`src/design/rsc_pkg.sv`:
```
// rsc_pkg: shared types and constants for the dkt rotation shape coefficient block
// no dependencies
package rsc_pkg;

  localparam int COORD_BITS_DEF = 16;
  localparam int FRAC_BITS_DEF  = 24;
  localparam int COEF_W         = 32;
  localparam int NUM_EDGES      = 3;

  // edge codes, in emission order
  localparam logic [1:0] EDGE_N12 = 2'd0;
  localparam logic [1:0] EDGE_N02 = 2'd1;
  localparam logic [1:0] EDGE_N01 = 2'd2;

  typedef struct packed {
    logic [1:0]        edge_index;
    logic [COEF_W-1:0] six_dy;
    logic [COEF_W-1:0] dx2_m_2dy2;
    logic [COEF_W-1:0] three_dxdy;
    logic [COEF_W-1:0] six_dx;
    logic [COEF_W-1:0] two_dx2_m_dy2;
    logic              degenerate;
    logic              saturated;
  } rsc_res_t;

endpackage

```
`src/design/rsc_merge.sv`:
```
// rsc_merge: takes a triangle's three lane results, sends one word a cycle on out_ready
// depends on rsc_pkg
module rsc_merge
  import rsc_pkg::*;
(
  input  logic     clk,
  input  logic     rst_n,
  input  logic     in_valid,
  output logic     take,
  input  rsc_res_t res_i [NUM_EDGES],
  output logic     out_valid,
  input  logic     out_ready,
  output rsc_res_t res_o,
  output logic     last
);

  rsc_res_t   buf_r [NUM_EDGES];
  logic       busy_r, busy_nxt;
  logic [1:0] cnt_r, cnt_nxt;

  assign last = (cnt_r == EDGE_N01);
  assign take = in_valid && (!busy_r || (out_ready && last));

  always_comb begin
    busy_nxt = busy_r;
    cnt_nxt  = cnt_r;
    if (take) begin
      busy_nxt = 1'b1;
      cnt_nxt  = EDGE_N12;
    end else if (busy_r && out_ready) begin
      if (last) busy_nxt = 1'b0;
      else      cnt_nxt  = cnt_r + 2'd1;
    end
  end

  always_ff @(posedge clk) begin
    if (!rst_n) begin
      busy_r <= 1'b0;
      cnt_r  <= EDGE_N12;
    end else begin
      busy_r <= busy_nxt;
      cnt_r  <= cnt_nxt;
    end
  end

  always_ff @(posedge clk) begin
    if (take) buf_r <= res_i;
  end

  assign out_valid = busy_r;
  assign res_o     = buf_r[cnt_r];

endmodule

```
`config.mk`:
```
export PLATFORM = sky130hd
export DESIGN_NAME = rsc_merge
export DESIGN_NICKNAME = d
export VERILOG_FILES = /design/src/design/rsc_pkg.sv /design/src/design/rsc_merge.sv
export SDC_FILE = /design/constraint.sdc
export NUM_CORES = 1
export LEC_CHECK = 0
export ABC_AREA = 1
export BUFFER_PORTS_ARGS = -buffer_cell sky130_fd_sc_hd__buf_2
export CORE_AREA = 2 2 258 260
export CTS_BUF_LIST = sky130_fd_sc_hd__clkbuf_8
export CTS_CLUSTER_SIZE = 30
export DETAILED_ROUTE_END_ITERATION = 12
export DIE_AREA = 0 0 260 262
export GPL_TIMING_DRIVEN = 0
export HOLD_SLACK_MARGIN = 0.08
export PLACE_DENSITY = 0.53
export SLEW_MARGIN = 20
export SYNTH_ARGS = -nofsm -noshare
export SYNTH_HDL_FRONTEND = slang
export SYNTH_SLANG_ARGS = --single-unit
```
`constraint.sdc`:
```
create_clock -name clk -period 23.8 [get_ports clk]
set_clock_uncertainty 0.2 [all_clocks]
set_input_delay 4.76 -clock clk [delete_from_list [all_inputs] [get_ports clk]]
set_output_delay 4.76 -clock clk [all_outputs]
set_load 0.02 [all_outputs]
```
-- Word level (Yosys, flattened, before mapping)
Cells that the tools add are included.
- register bits after elaboration: 495
- bits in latches: 0
- memory bits (writable): 0
- memory bits (read-only): 0
- input bits: 496
- output and inout bits: 167
- logic and storage cells: 48
- memories: 0
- $add $sub $neg: 1
- multiply operators: 0
- divide/modulo/power cells: 0
- $lt $le $gt $ge: 1
- equal/unequal tests: 1
- shift-type cells: 0
- muxes and demuxes: 6
- bitwise logic cells: 3
- reductions and logical operators: 10
- operators by type and width (cell ; number):
    binary-select mux 164 bit (select 2 bit) ; 1
    2-to-1 mux 164 bit ; 2
    AND reduction 2 bit ; 2
    nonzero test 2 bit ; 2
    greater-or-equal comparator 3 bit, second input constant ; 1
    logical AND 1 bit ; 3
    2-to-1 mux 1 bit ; 3
    NOT 2 -> 3 bit ; 1
    adder 2 x 1 -> 2 bit, second input constant ; 1
    equality test 2 bit, second input constant ; 1
    NOT 1 bit ; 2
    OR reduction 2 bit ; 1
    zero test 1 bit ; 1
    logical OR 1 bit ; 1

-- Logic depth before layout (Yosys ltp)
- depth after elaboration: 6
- gate-level depth with buffers: 10
- mapped depth without buffers: 8

-- Worst setup path after synthesis
Ideal clock, no wire load.
- kind: input port to output port
- start: in out_ready
- end: out take
- data arrival time: 14600 ps
- data required time: 18840 ps
- setup slack: 4240 ps
- stages: 4
- path buffers: 0
- path through: nand2_1 > nand2_1 > nand2_1 > inv_1
- cells in the longest elaborated chain, start to end: 3
- RTL lines (what ; line ; source):
    start, declared ; rsc_merge.sv:12 ; input logic out_ready,
    logical AND 1 bit ; rsc_merge.sv:22 ; assign take = in_valid && (!busy_r || (out_ready && last));
    logical OR 1 bit ; rsc_merge.sv:22 ;
    logical AND 1 bit ; rsc_merge.sv:22 ;
    end, declared ; rsc_merge.sv:9 ; output logic take,
Every way passes these cells.

-- Final worst setup path
Same ends and word-level chain as after synthesis.

==> metrics.cfg <==
[outcome]
status=finished, final reports clean

[power_and_ir_drop]
finalPower_mw=1.98
cellLeakagePower_nw=10.4
power.density_mw_per_mm2=78.7
vdd_drop_max_mv=0.0507

[finish]
layoutNonFillerInstCount=3142
syn2layout_area_growth_pct=32.7
final_nets=2685
final_layout_size_suffix_gt1_share_pct=37.2
finalInstanceArea_mm2=0.0251
final_common_cell=buf_2
layout_common_cells=buf_2, edfxtp_1, nor2_1
n_fill_cell=6466
multi_input_area_mm2=0.00357
regArea_mm2=0.0148

[yosys]
synth-seq-cells=495
ys_seq_area_share_pct=78.3
synth-warning-count=0
syn_area_per_cell_um2=13.2
synth_fp_nets=1927
synth_area_mm2=0.0189
synthCells=1430
yosysUniqueCellTypes=16

[floorplan]
die_area_mm2=0.0681
rows=94
die_h_um=262
die_width_um=260
ios=663
core_area_mm2=0.0653
initial_core_util_pct=29.0

[clocking]
cts.sinks=495
cts_buffers=90
h-tree-depth=3
ctsResizeCount=0
clk_pin_slew_ns=0.06
cts_setup_buffers=0
worstSkewPairLatency_ns=0.68
clk_path_buf_depth=3
clock-root-buffer=clkbuf_8
cts_tree=yes
postCtsHoldBufs=0

[setup_path]
crit_path_max_incr_delay_ns=0.55
path_max_fanout=102
endpoint_kind=output pin
slowest_stage=inv_8
required_ns=18.84
critical_path_class=input pin to output pin
crit_path_frequent_cell=nand2_1
timing.rr.start=cnt_r[0]
cp.arrival_ns=7.13
crit_chain=buf_2, nand2_1, nand2_1, nand2_1, inv_8, buf_16, buf_16, buf_2
cp-start-kind=input pin
crit_path_start=out_ready

[detailed_routing]
wl_mm=62.4
post-route-drc-count=0
vias_per_cell=4.45
vias=14000
route.detailed.wl_per_inst_um=19.9
ant_nets=0
dr.first_iter.drc_count=945
firstDrtPassIters=6

[placed_design]
place_area_mm2=0.0234
portBuffers=662
dp_hpwl_mm=45.6
place_inst=2960
gp_congestion=0.851

[global_routing]
grt_max_degree=106
overflow=0
track_usage_pct=17.7
first_global_vias=14400
grt_pass1_wl_mm=88.9
antenna_found_initial=34

[timing]
setup_violations=0
fin_crit_sh_pct=50.8
whs_ns=0.362
hold_viol_final=0
tightest_slew_ns=0.736
rsz0062_at_grt=no
maxSlewHeadroom_pct=50.9
drv_slew=0
final.setup.tns_ns=0
fmax_mhz=82.7
finalCriticalPeriod_ns=12.09

[min_path]
min_path_type=flip-flop to flip-flop
hp-start=out_valid

[job]
cap_violations=0

synth_stat cells, drive strengths merged:
cell type / number / share of area [%]
a21oi: 2 / 0.053
nor2: 330 / 6.5
buf: 62 / 2.1
dfxtp: 3 / 0.32
nand2: 176 / 3.5
o21ai: 164 / 4.3
clkbuf: 29 / 0.57
ha: 1 / 0.066
edfxtp: 492 / 78
nand3: 165 / 4.4
inv: 6 / 0.12
cell type report:
cell class	count	area share, %
Antenna cell	23	0.229
Buffer	91	2.03
Clock buffer	91	4.98
Clock inverter	68	1.49
Inverter	6	0.119
Multi-Input combinational cell	838	14.2
Sequential cell	495	59.0
Tap cell	864	4.30
Timing Repair Buffer	666	13.6
worst max-delay path, delay by kind of cell:
kind                   cells  cell delay (ns)
buffers and inverters      5             1.76
AND/OR/NAND/NOR            3             0.32
per-layer routing:
| metal | vias up | part of all wire [%] | global-route usage, % |
|---|---|---|---|
| li1 | 6651 | - | - |
| met1 | 6595 | 39 | 21.0 |
| met2 | 553 | 49 | 29.5 |
| met3 | 153 | 8.3 | 5.46 |
| met4 | 18 | 3.6 | 7.92 |
| met5 | - | 0.18 | 0 |
flip-flops by register name (all words and copies together), names as in the netlist:
signal,flops
buf_r,492
out_valid,1
cnt_r,2
through the flow:
step                      util, %  setup WS, ns
after floorplan                 -          4.24
after global placement       35.7         -1.24
after detailed placement     35.9         11.74
after CTS                    38.4         11.75
after global routing         38.5         11.52
final                        38.5         11.71
final timing paths:
kind / to / depth (start not counted) / slack, ns
hold reg to reg: out_valid / 2 / 0.36
setup reg to reg: buf_r[392] / 10 / 19.88
setup / recovery: take / 8 / 11.71
hold / removal: out_valid / 2 / 0.36
report_power, final:
part,switching (mW),internal [mW],leakage (nW)
registers,0.0149,1.03,4.73
logic,0.125,0.0678,4.74
clock network,0.363,0.379,0.939
cells by family (layout without fill, tap and decap cells):
group	Yosys count	count (layout)	synth area share [%]
buf+inv	97	922	2.81
fa+ha+maj	1	1	0.0661
flops	495	495	78.3
other cells	0	23	0
compound gates	166	166	4.39
simple gates	671	671	14.4
(Power assumes the default switching activity.)
